**src/design/sprite_frame_sequencer_core_macros.svh**
```systemverilog
// Assertion macros shared by the sprite frame sequencer design files.
// No dependencies; included by the top level where its checks are written.
`ifndef SPRITE_FRAME_SEQUENCER_CORE_MACROS_SVH
`define SPRITE_FRAME_SEQUENCER_CORE_MACROS_SVH

// A condition that must hold at every clock edge outside reset.
`define SFS_ASSERT_ALWAYS(lbl, clk, rstn, cond, msg) \
  lbl: assert property (@(posedge clk) disable iff (!rstn) (cond)) else $error(msg);

// A consequence that must hold in the same cycle as its trigger.
`define SFS_ASSERT_SAME(lbl, clk, rstn, ante, cons, msg) \
  lbl: assert property (@(posedge clk) disable iff (!rstn) (ante) |-> (cons)) \
    else $error(msg);

// A consequence that must hold in the cycle after its trigger.
`define SFS_ASSERT_NEXT(lbl, clk, rstn, ante, cons, msg) \
  lbl: assert property (@(posedge clk) disable iff (!rstn) (ante) |=> (cons)) \
    else $error(msg);

`endif

```
**src/design/sfs_pkg.sv**
```systemverilog
// Package of the sprite frame sequencer: sizes, item kinds, play modes, register indexes.
// No dependencies; used by the channel interfaces and the top level.
package sfs_pkg;

  localparam int MAX_FRAMES    = 16;
  localparam int DURATION_BITS = 8;
  localparam int FRAME_W       = $clog2(MAX_FRAMES);
  localparam int CNT_W         = $clog2(MAX_FRAMES + 1);
  localparam int POS_W         = 12;
  localparam int ACC_W         = POS_W + 1;
  localparam int AMOUNT_W      = 8;
  localparam int KIND_W        = 2;
  localparam int SLOT_W        = 4;
  localparam int IDX_OUT_W     = 4;
  localparam int DUR_IN_W      = 8;
  localparam int PMODE_W       = 2;
  localparam int FCOUNT_W      = 5;
  localparam int CFG_IDX_W     = 4;
  localparam int CFG_DATA_W    = 5;

  localparam logic [POS_W-1:0] POS_MAX = '1;

  // Item kinds carried in the mode field.
  localparam logic [KIND_W-1:0] KIND_ADVANCE = 2'd0;
  localparam logic [KIND_W-1:0] KIND_WRITE   = 2'd1;
  localparam logic [KIND_W-1:0] KIND_RESTART = 2'd2;

  // Play modes.
  localparam logic [PMODE_W-1:0] PM_STOP     = 2'd0;
  localparam logic [PMODE_W-1:0] PM_LOOP     = 2'd1;
  localparam logic [PMODE_W-1:0] PM_PINGPONG = 2'd2;

  // Configuration register indexes.
  localparam logic [CFG_IDX_W-1:0] REG_PLAY_MODE   = 4'd0;
  localparam logic [CFG_IDX_W-1:0] REG_FRAME_COUNT = 4'd1;

endpackage

```
**src/design/sfs_channels.sv**
```systemverilog
// Valid/ready channel interfaces of the sprite frame sequencer: input items,
// result items and configuration writes. Depends on sfs_pkg.
interface sfs_in_if import sfs_pkg::*; ();
  logic                valid;
  logic                ready;
  logic [KIND_W-1:0]   mode;
  logic [AMOUNT_W-1:0] amount;
  logic [SLOT_W-1:0]   frame_slot;
  logic [DUR_IN_W-1:0] duration;
  modport source (output valid, mode, amount, frame_slot, duration, input ready);
  modport sink   (input valid, mode, amount, frame_slot, duration, output ready);
endinterface

interface sfs_out_if import sfs_pkg::*; ();
  logic                 valid;
  logic                 ready;
  logic [IDX_OUT_W-1:0] frame_index;
  logic [POS_W-1:0]     position;
  logic                 reversing;
  modport source (output valid, frame_index, position, reversing, input ready);
  modport sink   (input valid, frame_index, position, reversing, output ready);
endinterface

interface sfs_cfg_if import sfs_pkg::*; ();
  logic                  valid;
  logic                  ready;
  logic [CFG_IDX_W-1:0]  index;
  logic [CFG_DATA_W-1:0] data;
  modport source (output valid, index, data, input ready);
  modport sink   (input valid, index, data, output ready);
endinterface

```
**src/design/sfs_ram.sv**
```systemverilog
// Generic single-write, single-read synchronous RAM with a registered read port.
// No dependencies.
module sfs_ram #(
  parameter int WIDTH = 8,
  parameter int DEPTH = 16
) (
  input  logic                     clk,
  input  logic                     we,
  input  logic [$clog2(DEPTH)-1:0] waddr,
  input  logic [WIDTH-1:0]         wdata,
  input  logic                     re,
  input  logic [$clog2(DEPTH)-1:0] raddr,
  output logic [WIDTH-1:0]         rdata
);

  logic [WIDTH-1:0] mem [DEPTH];

  always_ff @(posedge clk) begin
    if (we) begin
      mem[waddr] <= wdata;
    end
    if (re) begin
      rdata <= mem[raddr];
    end
  end

endmodule

```
**src/design/sprite_frame_sequencer_core.sv**
```systemverilog
// Top level of the sprite frame sequencer: state machine, play-position update and
// the walk over the frame duration RAM. Depends on sfs_pkg, sfs_channels, sfs_ram.
//
//   channel   | dir | contents                                   | handshake
//   ----------+-----+--------------------------------------------+-----------
//   in_item   | in  | mode, amount, frame_slot, duration         | valid/ready
//   out_item  | out | frame_index, position, reversing           | valid/ready
//   cfg_wr    | in  | index, data (play_mode, frame_count)       | valid/ready
//
// An item goes through these steps, n being the frames in use (at most MAX_FRAMES): it is
// taken, the duration RAM is read n times, the last read returns, the walk is seen
// drained, and the result is handed over, which waits while the output register is full.
// Reset clears the position, the direction, the total and the registers; the
// duration RAM is not cleared and needs no clearing pass.
// A waiting result does not block the input: the next item is taken and walked, and
// only stalls at the hand-over until the output register is free.

`include "sprite_frame_sequencer_core_macros.svh"

module sprite_frame_sequencer_core import sfs_pkg::*; (
  input  logic   clk,
  input  logic   rst_n,
  sfs_in_if.sink   in_item,
  sfs_out_if.source out_item,
  sfs_cfg_if.sink  cfg_wr
);

  typedef enum logic [1:0] {
    ST_IDLE,
    ST_WALK,
    ST_DONE
  } state_t;

  // Architectural state.
  state_t                state_r, state_nxt;
  logic [POS_W-1:0]      pos_r, pos_nxt;
  logic                  back_r, back_nxt;
  logic [POS_W-1:0]      total_r, total_nxt;
  logic [PMODE_W-1:0]    play_mode_r, play_mode_nxt;
  logic [FCOUNT_W-1:0]   frame_count_r, frame_count_nxt;

  // Walk over the duration RAM.
  logic [CNT_W-1:0]      cnt_r, cnt_nxt;
  logic                  dvld_r, dvld_nxt;
  logic [FRAME_W-1:0]    pidx_r, pidx_nxt;
  logic [ACC_W-1:0]      acc_r, acc_nxt;
  logic                  sum_walk_r, sum_walk_nxt;
  logic                  found_r, found_nxt;
  logic [FRAME_W-1:0]    frame_r, frame_nxt;

  // Output register.
  logic                  out_valid_r, out_valid_nxt;
  logic [IDX_OUT_W-1:0]  out_frame_r, out_frame_nxt;
  logic [POS_W-1:0]      out_pos_r, out_pos_nxt;
  logic                  out_back_r, out_back_nxt;

  logic                      in_fire;
  logic                      cfg_fire;
  logic [CNT_W-1:0]          n_frames;
  logic                      rd_en;
  logic [FRAME_W-1:0]        rd_addr;
  logic [DURATION_BITS-1:0]  rd_data;
  logic                      ram_we;
  logic [ACC_W-1:0]          end_sum;

  // Position update of an advance item.
  logic [POS_W-1:0]      amt_ext;
  logic [POS_W-1:0]      amt_c;
  logic [ACC_W-1:0]      fwd_sum;
  logic [ACC_W-1:0]      total_ext;
  logic [ACC_W-1:0]      wrap_sum;
  logic [ACC_W-1:0]      reflect_sum;
  logic [POS_W-1:0]      adv_pos;
  logic                  adv_back;

  assign in_item.ready = (state_r == ST_IDLE);
  assign cfg_wr.ready  = 1'b1;
  assign in_fire       = in_item.valid && in_item.ready;
  assign cfg_fire      = cfg_wr.valid && cfg_wr.ready;

  assign out_item.valid       = out_valid_r;
  assign out_item.frame_index = out_frame_r;
  assign out_item.position    = out_pos_r;
  assign out_item.reversing   = out_back_r;

  // A frame count above the table size acts as the table size.
  assign n_frames = (CNT_W'(frame_count_r) > CNT_W'(MAX_FRAMES)) ?
                    CNT_W'(MAX_FRAMES) : CNT_W'(frame_count_r);

  // Duration writes land in the RAM at the accepting edge; the walk reads start in the
  // following cycle, so a read never overlaps the write of the same item.
  assign ram_we  = in_fire && (in_item.mode == KIND_WRITE);
  assign rd_en   = (state_r == ST_WALK) && (cnt_r < n_frames);
  assign rd_addr = cnt_r[FRAME_W-1:0];

  sfs_ram #(
    .WIDTH (DURATION_BITS),
    .DEPTH (MAX_FRAMES)
  ) u_dur_ram (
    .clk   (clk),
    .we    (ram_we),
    .waddr (in_item.frame_slot[FRAME_W-1:0]),
    .wdata (in_item.duration[DURATION_BITS-1:0]),
    .re    (rd_en),
    .raddr (rd_addr),
    .rdata (rd_data)
  );

  assign end_sum = acc_r + ACC_W'(rd_data);

  // The advance amount is first cut to the total; afterwards every mode keeps the
  // position within [0, total].
  always_comb begin
    amt_ext     = POS_W'(in_item.amount);
    amt_c       = (amt_ext > total_r) ? total_r : amt_ext;
    total_ext   = ACC_W'(total_r);
    fwd_sum     = ACC_W'(pos_r) + ACC_W'(amt_c);
    wrap_sum    = fwd_sum - total_ext;
    reflect_sum = {total_r, 1'b0} - fwd_sum;
    adv_pos     = pos_r;
    adv_back    = back_r;
    case (play_mode_r)
      PM_STOP: begin
        adv_pos = (fwd_sum > total_ext) ? total_r : fwd_sum[POS_W-1:0];
      end
      PM_LOOP: begin
        adv_pos = (fwd_sum > total_ext) ? wrap_sum[POS_W-1:0] : fwd_sum[POS_W-1:0];
      end
      PM_PINGPONG: begin
        if (back_r) begin
          if (amt_c > pos_r) begin
            adv_back = 1'b0;
            adv_pos  = amt_c - pos_r;
          end else begin
            adv_pos  = pos_r - amt_c;
          end
        end else if (fwd_sum > total_ext) begin
          adv_back = 1'b1;
          adv_pos  = reflect_sum[POS_W-1:0];
        end else begin
          adv_pos  = fwd_sum[POS_W-1:0];
        end
      end
      default: begin
        adv_pos  = pos_r;
        adv_back = back_r;
      end
    endcase
  end

  always_comb begin
    state_nxt       = state_r;
    pos_nxt         = pos_r;
    back_nxt        = back_r;
    total_nxt       = total_r;
    play_mode_nxt   = play_mode_r;
    frame_count_nxt = frame_count_r;
    cnt_nxt         = cnt_r;
    dvld_nxt        = rd_en;
    pidx_nxt        = rd_addr;
    acc_nxt         = acc_r;
    sum_walk_nxt    = sum_walk_r;
    found_nxt       = found_r;
    frame_nxt       = frame_r;
    out_valid_nxt   = out_valid_r && !out_item.ready;
    out_frame_nxt   = out_frame_r;
    out_pos_nxt     = out_pos_r;
    out_back_nxt    = out_back_r;

    // The user must send configuration writes only while no item is in flight; the block does not enforce it.
    if (cfg_fire) begin
      case (cfg_wr.index)
        REG_PLAY_MODE:   play_mode_nxt   = cfg_wr.data[PMODE_W-1:0];
        REG_FRAME_COUNT: frame_count_nxt = cfg_wr.data[FCOUNT_W-1:0];
        default: begin
          play_mode_nxt   = play_mode_r;
          frame_count_nxt = frame_count_r;
        end
      endcase
    end

    case (state_r)
      ST_IDLE: begin
        if (in_fire) begin
          state_nxt    = ST_WALK;
          cnt_nxt      = '0;
          acc_nxt      = '0;
          found_nxt    = 1'b0;
          frame_nxt    = '0;
          sum_walk_nxt = (in_item.mode == KIND_RESTART);
          case (in_item.mode)
            KIND_ADVANCE: begin
              pos_nxt  = adv_pos;
              back_nxt = adv_back;
            end
            KIND_RESTART: begin
              pos_nxt  = '0;
              back_nxt = 1'b0;
            end
            default: begin
              pos_nxt  = pos_r;
              back_nxt = back_r;
            end
          endcase
        end
      end

      ST_WALK: begin
        if (rd_en) begin
          cnt_nxt = cnt_r + 1'b1;
        end
        if (dvld_r) begin
          if (sum_walk_r) begin
            // Restart total saturates at the largest position.
            acc_nxt = (end_sum > ACC_W'(POS_MAX)) ? ACC_W'(POS_MAX) : end_sum;
          end else begin
            acc_nxt = end_sum;
            if (!found_r && (ACC_W'(pos_r) > acc_r) && (ACC_W'(pos_r) <= end_sum)) begin
              found_nxt = 1'b1;
              frame_nxt = pidx_r;
            end
          end
        end
        // Once no read is issued and none is returning, the walk has seen every frame.
        if (!rd_en && !dvld_r) begin
          state_nxt = ST_DONE;
          if (sum_walk_r) begin
            total_nxt = acc_r[POS_W-1:0];
          end
        end
      end

      ST_DONE: begin
        // A restart leaves the position at zero, where the frame is always frame 0.
        if (!out_valid_r || out_item.ready) begin
          state_nxt     = ST_IDLE;
          out_valid_nxt = 1'b1;
          out_frame_nxt = IDX_OUT_W'(frame_r);
          out_pos_nxt   = pos_r;
          out_back_nxt  = back_r;
        end
      end

      default: begin
        state_nxt = ST_IDLE;
      end
    endcase
  end

  always_ff @(posedge clk) begin
    if (!rst_n) begin
      state_r       <= ST_IDLE;
      pos_r         <= '0;
      back_r        <= 1'b0;
      total_r       <= '0;
      play_mode_r   <= PM_STOP;
      frame_count_r <= FCOUNT_W'(1);
      cnt_r         <= '0;
      dvld_r        <= 1'b0;
      out_valid_r   <= 1'b0;
    end else begin
      state_r       <= state_nxt;
      pos_r         <= pos_nxt;
      back_r        <= back_nxt;
      total_r       <= total_nxt;
      play_mode_r   <= play_mode_nxt;
      frame_count_r <= frame_count_nxt;
      cnt_r         <= cnt_nxt;
      dvld_r        <= dvld_nxt;
      out_valid_r   <= out_valid_nxt;
    end
    pidx_r       <= pidx_nxt;
    acc_r        <= acc_nxt;
    sum_walk_r   <= sum_walk_nxt;
    found_r      <= found_nxt;
    frame_r      <= frame_nxt;
    out_frame_r  <= out_frame_nxt;
    out_pos_r    <= out_pos_nxt;
    out_back_r   <= out_back_nxt;
  end

  // The position never leaves the window [0, total] in any play mode.
  `SFS_ASSERT_ALWAYS(a_pos_in_range, clk, rst_n, pos_r <= total_r,
                     "play position beyond total length")

  // A restart rewinds to position zero, running forward.
  `SFS_ASSERT_NEXT(a_restart_rewinds, clk, rst_n,
                   in_fire && (in_item.mode == KIND_RESTART),
                   (pos_r == '0) && !back_r,
                   "restart did not rewind the play position")

  // The walk has drained its RAM reads before the result is handed over.
  `SFS_ASSERT_SAME(a_done_drained, clk, rst_n, state_r == ST_DONE,
                   !dvld_r && !rd_en, "RAM read still pending at end of walk")

  // A new result appears only from the end of a walk.
  `SFS_ASSERT_SAME(a_result_source, clk, rst_n, $rose(out_valid_r),
                   $past(state_r == ST_DONE), "result produced outside the hand-over")

endmodule
```
**src/flat_wrapper.sv**
```systemverilog
// flat-port wrapper written by rule: the top's interface ports become plain ports
module sprite_frame_sequencer_core_flat import sfs_pkg::*;
  (clk, rst_n, in_item_valid, in_item_mode, in_item_amount, in_item_frame_slot, in_item_duration, in_item_ready, out_item_valid, out_item_frame_index, out_item_position, out_item_reversing, out_item_ready, cfg_wr_valid, cfg_wr_index, cfg_wr_data, cfg_wr_ready);
  sfs_in_if in_item_i ();
  sfs_out_if out_item_i ();
  sfs_cfg_if cfg_wr_i ();
  input  logic clk;
  input  logic rst_n;
  input wire logic [$bits(in_item_i.valid)-1:0] in_item_valid;
  input wire logic [$bits(in_item_i.mode)-1:0] in_item_mode;
  input wire logic [$bits(in_item_i.amount)-1:0] in_item_amount;
  input wire logic [$bits(in_item_i.frame_slot)-1:0] in_item_frame_slot;
  input wire logic [$bits(in_item_i.duration)-1:0] in_item_duration;
  output wire logic [$bits(in_item_i.ready)-1:0] in_item_ready;
  output wire logic [$bits(out_item_i.valid)-1:0] out_item_valid;
  output wire logic [$bits(out_item_i.frame_index)-1:0] out_item_frame_index;
  output wire logic [$bits(out_item_i.position)-1:0] out_item_position;
  output wire logic [$bits(out_item_i.reversing)-1:0] out_item_reversing;
  input wire logic [$bits(out_item_i.ready)-1:0] out_item_ready;
  input wire logic [$bits(cfg_wr_i.valid)-1:0] cfg_wr_valid;
  input wire logic [$bits(cfg_wr_i.index)-1:0] cfg_wr_index;
  input wire logic [$bits(cfg_wr_i.data)-1:0] cfg_wr_data;
  output wire logic [$bits(cfg_wr_i.ready)-1:0] cfg_wr_ready;
  assign in_item_i.valid = in_item_valid;
  assign in_item_i.mode = in_item_mode;
  assign in_item_i.amount = in_item_amount;
  assign in_item_i.frame_slot = in_item_frame_slot;
  assign in_item_i.duration = in_item_duration;
  assign in_item_ready = in_item_i.ready;
  assign out_item_valid = out_item_i.valid;
  assign out_item_frame_index = out_item_i.frame_index;
  assign out_item_position = out_item_i.position;
  assign out_item_reversing = out_item_i.reversing;
  assign out_item_i.ready = out_item_ready;
  assign cfg_wr_i.valid = cfg_wr_valid;
  assign cfg_wr_i.index = cfg_wr_index;
  assign cfg_wr_i.data = cfg_wr_data;
  assign cfg_wr_ready = cfg_wr_i.ready;
  sprite_frame_sequencer_core u_core (.clk(clk), .rst_n(rst_n), .in_item(in_item_i), .out_item(out_item_i), .cfg_wr(cfg_wr_i));
endmodule
```
**config.mk**
```make
export PLATFORM = sky130hd
export DESIGN_NAME = sprite_frame_sequencer_core_flat
export DESIGN_NICKNAME = d
export VERILOG_FILES = /design/src/design/sfs_pkg.sv /design/src/design/sfs_channels.sv /design/src/design/sfs_ram.sv /design/src/design/sprite_frame_sequencer_core.sv /design/src/flat_wrapper.sv
export VERILOG_INCLUDE_DIRS = /design/src /design/src/design
export SDC_FILE = /design/constraint.sdc
export NUM_CORES = 1
export LEC_CHECK = 0
export BUFFER_PORTS_ARGS = -buffer_cell sky130_fd_sc_hd__clkbuf_2
export CORE_MARGIN = 8
export CORE_UTILIZATION = 66
export CTS_CLUSTER_SIZE = 24
export DETAILED_ROUTE_END_ITERATION = 8
export PLACE_DENSITY_LB_ADDON = 0.12
export SLEW_MARGIN = 5
export SYNTH_ARGS = -nofsm -noshare
export SYNTH_HDL_FRONTEND = slang
export SYNTH_HIERARCHICAL = 1
export SYNTH_SLANG_ARGS = --single-unit
```
**constraint.sdc**
```tcl
create_clock -name clk -period 11.07 [get_ports clk]
set_clock_uncertainty 0.05 [all_clocks]
set_input_delay 2.214 -clock clk [delete_from_list [all_inputs] [get_ports clk]]
set_output_delay 2.214 -clock clk [all_outputs]
set_load 0.03 [all_outputs]
```
==> impl_metrics.toml, run 1 <==
[setup_path]
r2r_slack_ps = 3300
startpoint_type = "primary input"
reg2reg_depth = 27
critPathRequiredTime_ps = 11410
reg2reg_from = "u_core/total_r[1]"
cp-end-kind = "register"
r2r-end = "u_core/pos_r[8]"
critPathMaxFanout = 21
criticalPathCategory = "primary input to register"
crit_arrival_ps = 9230

[floorplanning]
start_util_pct = 66.8
core_um2 = 19300
chipHeight_um = 156
die_w_um = 156
rows = 51
ioPinCount = 56
die_area_um2 = 24200

[logic_synthesis]
synth_edf_count = 172
synthFlopType = "edfxtp_1"
seq_area_frac_synth_pct = 47.1
synth_area_per_cell_um2 = 11.5
ys_seq_elements = 217
syn_inst = 1115
yosysWarnings = 6
synth_area_um2 = 12900
yosys-top-cells-area = "edfxtp_1 40%, ha_1 10%, dfxtp_1 7.0%"
async_flop_share_pct = 0
synth-simple-area-share_pct = 11.4
synthMuxAreaShare_pct = 9.30
synth-compound-area-share_pct = 13.7
ys_types = 82
synth_top_area_share_pct = 40.1
yosysTopAreaCell = "edfxtp_1"
synth_top_family_by_area = "compound AO/OA/AOI/OAI gates"
synthXorXnorAreaFrac_pct = 3.20
synthAdderAreaFrac_pct = 11.1

[drt]
first_pass_iters = 6
routed_via_density = 6.31
wl_per_cell_um = 21.1
wirelength_um = 30600
remaining_drc_errors = 0
antenna_left = 0
drtIter0Drc = 873
vias = 9142

[clock_tree]
cts.reportedPaths.clkPinSlew_ps = 60
cts_made_buffers = 22
cts_root_buf = "clkbuf_16"
cts_num_sinks = 217
cts_resized = 0
clkLatencyLatePin_ps = 520
cts_hold_buf = 0
cts_tree = "done"
clk_path_buf_depth = 3
post_cts_buffers = 0
cts-htree-levels = 1

[timing]
worstMarginPinSlew_ps = 1060
fin_setup_tns_ps = 0
final_hold_viol_count = 0
finalCritPeriodShare_pct = 80.4
relSlewSlack_pct = 29.3
rsz0062_at_grt = "false"
setup_violations = 0
post-route-min-period_ps = 8900
fmax_mhz = 112
final-max-slew-violation-count = 0
fin_hold_ws_ps = 364

[power]
p_leak_nw = 5.38
power.density_nw_per_um2 = 148
ir_drop_mv = 0.176

[worst_hold_path]
min_to = "u_core/out_item.frame_index[0]"
hp-start = "u_core/frame_r[0]"
holdPathStages = 0
worstHoldPathType = "register to register"

[final_layout]
syn2layout_area_growth_pct = 9.15
finalNetCount = 1315
layout_commonest_cell = "edfxtp_1"
fin_util_pct = 72.9
antenna_cells = 0
num-fill-cells = 1363
layout_common_cells = "172 x edfxtp_1, 105 x ha_1, 76 x nand2_1, 67 x inv_1, 67 x nor2_1"
final_layout_size_suffix_gt1_share_pct = 11.4

[placed_design]
hpwl_um = 22400
routabilityCongestion = 0.905
io_buffers = 54

[global_routing]
grt_pass1_vias = 8835
grt.total_usage_pct = 25.5
grt_overflow = 0
grt_pass1_wl_um = 47900
grt_start_max_net_pins = 38
antenna_found_initial = 0

[job]
max-cap-violations = 0

[status]
outcome = "complete, no violations"
==> synth_stat cells, drive strengths merged (18+ instances only) <==
| library cell | instances |
|---|---|
| edfxtp | 172 |
| nor3 | 21 |
| nor2 | 67 |
| o21a | 21 |
| buf | 25 |
| nand2 | 77 |
| dfxtp | 45 |
| mux2i | 31 |
| o21ai | 62 |
| mux4 | 32 |
| nand2b | 18 |
| xnor2 | 30 |
| nor2b | 27 |
| and2 | 22 |
| ha | 105 |
| inv | 67 |
| a21oi | 59 |
==> worst max path at each step <==
stage                       from              end  slack (ps)  depth (start not counted)
2_1_floorplan  in_item_amount[1]  u_core/pos_r[1]        3050                         29
3_3_place_gp   in_item_amount[1]  u_core/pos_r[7]        1890                         27
3_5_place_dp   in_item_amount[1]  u_core/pos_r[7]        1760                         27
4_1_cts        in_item_amount[1]  u_core/pos_r[7]        2260                         27
5_1_grt        in_item_amount[1]  u_core/pos_r[7]        1590                         28
6_report       in_item_amount[1]  u_core/pos_r[8]        2170                         27
==> area by class of cell <==
| type | count | area [µm²] | share of cell area (%) |
|---|---|---|---|
| inverters | 68 | 255 | 1.82 |
| flip-flops and latches | 217 | 6070 | 43.2 |
| repair buffers | 63 | 338 | 2.41 |
| clock buffers | 29 | 587 | 4.18 |
| well taps | 265 | 332 | 2.36 |
| multi-input cells | 796 | 6340 | 45.1 |
| clock inverters | 11 | 126 | 0.900 |
==> kinds of logic after synthesis <==
kind of cell / Yosys count
AOI/OAI and AO/OA: 261
other: 2
adders and majority gates: 111
DFF: 217
muxes: 73
buffers and inverters: 112
xor gates and xnor gates: 47
and+or+nand+nor: 292
==> state kept, by name, summed over array words and instances, names as in the netlist <==
| name | flops |
|---|---|
| u_core/total_r | 12 |
| u_core/play_mode_r | 2 |
| u_core/acc_r | 13 |
| u_core/frame_r | 4 |
| u_core/state_r | 2 |
| u_core/out_item.reversing | 1 |
| u_core/back_r | 1 |
| u_core/pos_r | 12 |
| u_core/out_item.valid | 1 |
| u_core/sum_walk_r | 1 |
| u_core/out_item.frame_index | 4 |
| u_core/u_dur_ram/rdata | 8 |
| u_core/pidx_r | 4 |
| u_core/dvld_r | 1 |
| u_core/u_dur_ram/mem | 128 |
| u_core/out_item.position | 12 |
| u_core/found_r | 1 |
| u_core/cnt_r | 5 |
| u_core/frame_count_r | 5 |
==> power breakdown <==
part	internal, W	total [W]	switching, W
Combinational	0.000176	0.000440	0.000265
Sequential	0.000898	0.000915	0.0000166
Clock	0.000423	0.000724	0.000301
Total	0.00150	0.00208	0.000582
==> layer usage <==
metal,wire (µm),share of wire (%),GRT usage [%],up-vias
li1,-,-,-,4281
met4,1350,4.4,11.3,0
met2,14100,46,41.0,398
met3,2110,6.9,3.21,69
met1,13000,42,34.2,4394
met5,0,0,0,-
==> critical path, cell delays in order <==
cell	delay [ps]
clkbuf_2	100
ha_1	300
nor2b_1	130
o21a_1	160
o21a_1	170
o21a_1	160
o21a_1	160
o21a_1	160
o21a_1	170
o221ai_2	820
mux2_2	440
ha_1	420
nor2b_1	260
nor4_1	100
a211oi_1	330
nor2_1	120
o311ai_1	610
ha_1	360
nor3_1	80
nor2_1	190
o41ai_4	150
o311ai_4	710
buf_4	320
mux2i_1	210
o22ai_1	100
o221ai_1	200
nand2_1	80
==> stage by stage <==
step                      setup WS [ps]  total power [W]  std cells  area [µm²]
after floorplan                    3050          0.00126       1125       12900
after global placement             1890          0.00135       1409       13300
after detailed placement           1760          0.00136       1409       13300
after CTS                          2260          0.00208       1449       14000
after global routing               1590          0.00217       1449       14000
final                              2170          0.00208       1449       14000
No activity file was read; power rests on OpenSTA's default activity.
==> run 2: changes to the inputs <==
Settings changed: CORE_UTILIZATION 66 to 57.
Clock period 11.07 ns to 7.9 ns, I/O delays scaled along.
==> run 2 against run 1 <==
Compared with the run above:
- sequential cell count unchanged
- clock-buffer cell count shrank 1
- non-clock buffer count grew 16
- routed wire length rose by 3.4%
- worst setup slack worse by 1800 ps
- critical endpoint is now u_core/pos_r[7]
- cell count rose by 2.6%
- power up 43%
- sequential share of layout area down 0.62 points
- critical path type unchanged
- highest routed layer unchanged
- global-route usage decreased by 3.0 points
- utilization shrank 9.4 points
- final area increased by 1.5%
- first-iteration DRC count shrank 4.8%
==> impl_metrics.toml, run 2 (synthesized netlist as in run 1, its figures left out) <==
[floorplanning]
ioPinCount = 56
core_um2 = 22400
die_area_um2 = 27600
rows = 55
chipHeight_um = 166
start_util_pct = 57.4
die_w_um = 166

[final_layout]
final_layout_size_suffix_gt1_share_pct = 13.0
syn2layout_area_growth_pct = 10.7
largest_register_ff_count = 128
area.sequential_um2 = 6070
multi_input_comb_area_um2 = 6350
num-fill-cells = 1803
layout_commonest_cell = "edfxtp_1"
antenna_cells = 0
largest_registers = "u_core/u_dur_ram/mem: 128 flops, u_core/acc_r: 13 flops"
finalNetCount = 1332
layout_common_cells = "172 x edfxtp_1, 105 x ha_1, 76 x nand2_1, 67 x inv_1, 67 x nor2_1"
top_register = "u_core/u_dur_ram/mem"

[placed_design]
routabilityCongestion = 0.918
io_buffers = 54
hpwl_um = 23400
pre_cts_ws_ps = -13.0

[worst_hold_path]
worstHoldPathType = "register to register"

[timing]
finalCritPeriodShare_pct = 94.7
rsz0062_at_grt = "false"
fin_ws_ps = 416
setup_violations = 0
worstMarginPinSlew_ps = 965
final-max-slew-violation-count = 0
final_hold_viol_count = 0
post-route-min-period_ps = 7480
fin_hold_ws_ps = 370
relSlewSlack_pct = 35.5
fmax_mhz = 134

[drt]
wl_per_cell_um = 21.3
drtIter0Drc = 831
antenna_left = 0
remaining_drc_errors = 0
first_pass_iters = 5
wirelength_um = 31600
routed_via_density = 6.10
vias = 9067

[clock_tree]
cts_made_buffers = 23
cts_tree = "done"
clkLatencyLatePin_ps = 520
cts.reportedPaths.clkPinSlew_ps = 60
clk_path_buf_depth = 3
cts_root_buf = "clkbuf_16"
cts-htree-levels = 1
post_cts_buffers = 0
cts_resized = 0
cts_num_sinks = 217
cts_hold_buf = 0

[setup_path]
cp-end-kind = "register"
startpoint_type = "primary input"
crit_top_cell = "o21a_1"
critPathRequiredTime_ps = 8260
cpPeakStageDelay_ps = 450
critPathMaxFanout = 17
critical_path.slowest_cell = "o41ai_4"
criticalPathCategory = "primary input to register"
crit_arrival_ps = 7840

[power]
p_leak_nw = 5.47
ir_drop_mv = 0.173
power.density_nw_per_um2 = 209

[global_routing]
grt_overflow = 0
antenna_found_initial = 0
grt.total_usage_pct = 22.5
grt_start_max_net_pins = 38
grt_pass1_vias = 8880
grt_pass1_wl_um = 49500

[job]
max-cap-violations = 0

[status]
outcome = "complete, no violations"
## run 2: final cells by class
type | instances | share of cell area (%)
well taps | 285 | 2.50
clock buffers | 28 | 4.31
inverters | 68 | 1.79
repair buffers | 79 | 3.30
flip-flops and latches | 217 | 42.6
multi-input cells | 796 | 44.6
clock inverters | 14 | 0.939
## run 2: worst paths after layout
check	startpoint	endpoint	slack, ps	cells past startpoint
max reg2reg	u_core/total_r[1]	u_core/pos_r[7]	920	31
min	u_core/frame_r[0]	u_core/out_item.frame_index[0]	370	0
min reg2reg	u_core/frame_r[0]	u_core/out_item.frame_index[0]	370	0
max	in_item_amount[1]	u_core/pos_r[7]	420	31
## run 2: critical path, delay by kind of cell
kind | cells | cell delay (ps)
AO/OA/AOI/OAI | 15 | 2910
XOR/XNOR | 1 | 240
multiplexers | 1 | 360
adder cells (fa/ha/maj) | 4 | 1290
AND/OR/NAND/NOR | 6 | 730
buffers and inverters | 4 | 710
## run 2: per-stage QoR
stage	power, W	util, %	std cells	TNS [ps]	instance area (µm²)
after floorplan	0.00176	-	1125	0	12900
after global placement	0.00192	60.2	1445	0	13500
after detailed placement	0.00192	60.2	1445	-21.6	13500
after CTS	0.00299	63.5	1487	0	14200
after global routing	0.00311	63.5	1487	0	14300
final	0.00298	63.5	1487	0	14300
## run 2: metal layers
layer,global-route usage (%),vias to the layer above,routed length [µm]
met5,0,-,0
met4,7.36,0,993
met3,2.76,52,1510
met2,37.2,259,15000
met1,30.3,4423,14100
li1,-,4333,-
## run 2: report_power, final
group / leakage, nW / internal [W] / switching [W]
logic: 3.18 / 0.000259 / 0.000371
registers: 1.93 / 0.00126 / 0.0000240
clock network: 0.363 / 0.000622 / 0.000442
total: 5.47 / 0.00214 / 0.000837
==> run 3: changes to the inputs <==
Settings changed: CELL_PAD_IN_SITES_DETAIL_PLACEMENT set to 1, CELL_PAD_IN_SITES_GLOBAL_PLACEMENT set to 2, CORE_UTILIZATION 57 to 39.
==> run 3 against run 2 <==
Compared with the run above:
- clock-buffer cell count increased by 2
- register-to-register slack got worse by 140 ps
- routed wire length increased by 21%
- die area increased by 41%
- sequential cell count unchanged
- largest cell class unchanged
==> impl_metrics.toml, run 3 (synthesized netlist as in run 1, its figures left out) <==
[global_routing]
grt_overflow = 0
grt.total_usage_pct = 19.6
grt_start_max_net_pins = 38
grt_pass1_vias = 9452
grt_pass1_wl_um = 58600
antenna_found_initial = 0

[setup_path]
criticalPathCategory = "primary input to register"
crit_top_cell = "o21a_1"
critPathRequiredTime_ps = 8310
r2r_slack_ps = 780
critical_path.slowest_cell = "o311ai_4"
critPathMaxFanout = 13
cp-end-kind = "register"
cpPeakStageDelay_ps = 550
crit_arrival_ps = 7890
startpoint_type = "primary input"

[timing]
post-route-min-period_ps = 7480
worstMarginPinSlew_ps = 984
final-max-slew-violation-count = 0
setup_violations = 0
final_hold_viol_count = 0
relSlewSlack_pct = 34.4
fmax_mhz = 134
finalCritPeriodShare_pct = 94.7
rsz0062_at_grt = "false"
fin_ws_ps = 416
fin_setup_tns_ps = 0

[placed_design]
hpwl_um = 29100
pre_cts_ws_ps = -104
io_buffers = 54
routabilityCongestion = 0.858
dp_cells = 1625

[clock_tree]
cts.reportedPaths.clkPinSlew_ps = 60
clk_path_buf_depth = 3
post_cts_buffers = 0
cts_resized = 0
cts-htree-levels = 1
cts_root_buf = "clkbuf_16"
clkLatencyLatePin_ps = 550
cts_hold_buf = 0
cts_tree = "done"
cts_made_buffers = 25
cts_num_sinks = 217

[drt]
drtIter0Drc = 584
antenna_left = 0
remaining_drc_errors = 0
routed_via_density = 5.45
first_pass_iters = 5
vias = 9109
wl_per_cell_um = 22.9
wirelength_um = 38200

[floorplanning]
die_area_um2 = 39100
die_w_um = 198
ioPinCount = 56
core_um2 = 32500
start_util_pct = 39.6
chipHeight_um = 198
rows = 66

[final_layout]
finalNetCount = 1357
antenna_cells = 0
top_register = "u_core/u_dur_ram/mem"
num-fill-cells = 3554
stdcell_count = 1671
syn2layout_area_growth_pct = 14.4
layout_common_cells = "172 x edfxtp_1, 105 x ha_1, 76 x nand2_1, 67 x inv_1, 67 x nor2_1"
largest_registers = "u_core/u_dur_ram/mem: 128 flops, u_core/acc_r: 13 flops"
layout_commonest_cell = "edfxtp_1"
largest_register_ff_count = 128
final_layout_size_suffix_gt1_share_pct = 15.1

[power]
ir_drop_mv = 0.250
power.density_nw_per_um2 = 215
p_leak_nw = 5.64

[job]
max-cap-violations = 0

[status]
outcome = "complete, no violations"

[worst_hold_path]
worstHoldPathType = "register to register"
## run 3: cell type report
| cell class | instances | area [µm²] | share of cell area [%] |
|---|---|---|---|
| Clock buffer | 30 | 684 | 4.65 |
| Clock inverter | 16 | 183 | 1.24 |
| Inverter | 68 | 255 | 1.73 |
| Multi-Input combinational cell | 796 | 6340 | 43.1 |
| Sequential cell | 217 | 6070 | 41.2 |
| Tap cell | 442 | 553 | 3.76 |
| Timing Repair Buffer | 102 | 631 | 4.28 |
## run 3: path summary, 6_finish.rpt
| path | from | endpoint | depth (start not counted) |
|---|---|---|---|
| setup reg to reg | u_core/total_r[1] | u_core/pos_r[11] | 31 |
| hold reg to reg | u_core/frame_r[0] | u_core/out_item.frame_index[0] | 0 |
| hold / removal | u_core/frame_r[0] | u_core/out_item.frame_index[0] | 0 |
| setup / recovery | in_item_amount[1] | u_core/pos_r[11] | 31 |
## run 3: stage by stage
step	hold slack, ps	instance area [µm²]	utilization, %	power [W]
5_1_grt	421	14700	45.2	0.00331
3_3_place_gp	392	13800	42.6	0.00198
3_5_place_dp	362	13800	42.6	0.00198
2_1_floorplan	349	12900	-	0.00176
4_1_cts	407	14700	45.2	0.00320
6_report	403	14700	45.2	0.00317
## run 3: worst max-delay path, delay by kind of cell
family,cells,cell delay [ps]
compound gates,12,2390
simple gates,8,1080
fa+ha+maj,3,1010
buf+inv,5,820
mux,2,700
xor+xnor,1,300
## run 3: report_power, final
group / switching, W / internal (W) / leakage [nW]
Clock: 0.000483 / 0.000722 / 0.426
Sequential: 0.0000278 / 0.00126 / 1.93
Combinational: 0.000408 / 0.000271 / 3.28
## run 3: layer usage
layer  part of all wire [%]  up-vias  track usage [%]
met4                    2.5        0             5.09
li1                       -     4366                -
met5                      0        -                0
met3                    3.7       46             2.35
met2                     43      172             30.0
met1                     51     4525             29.1
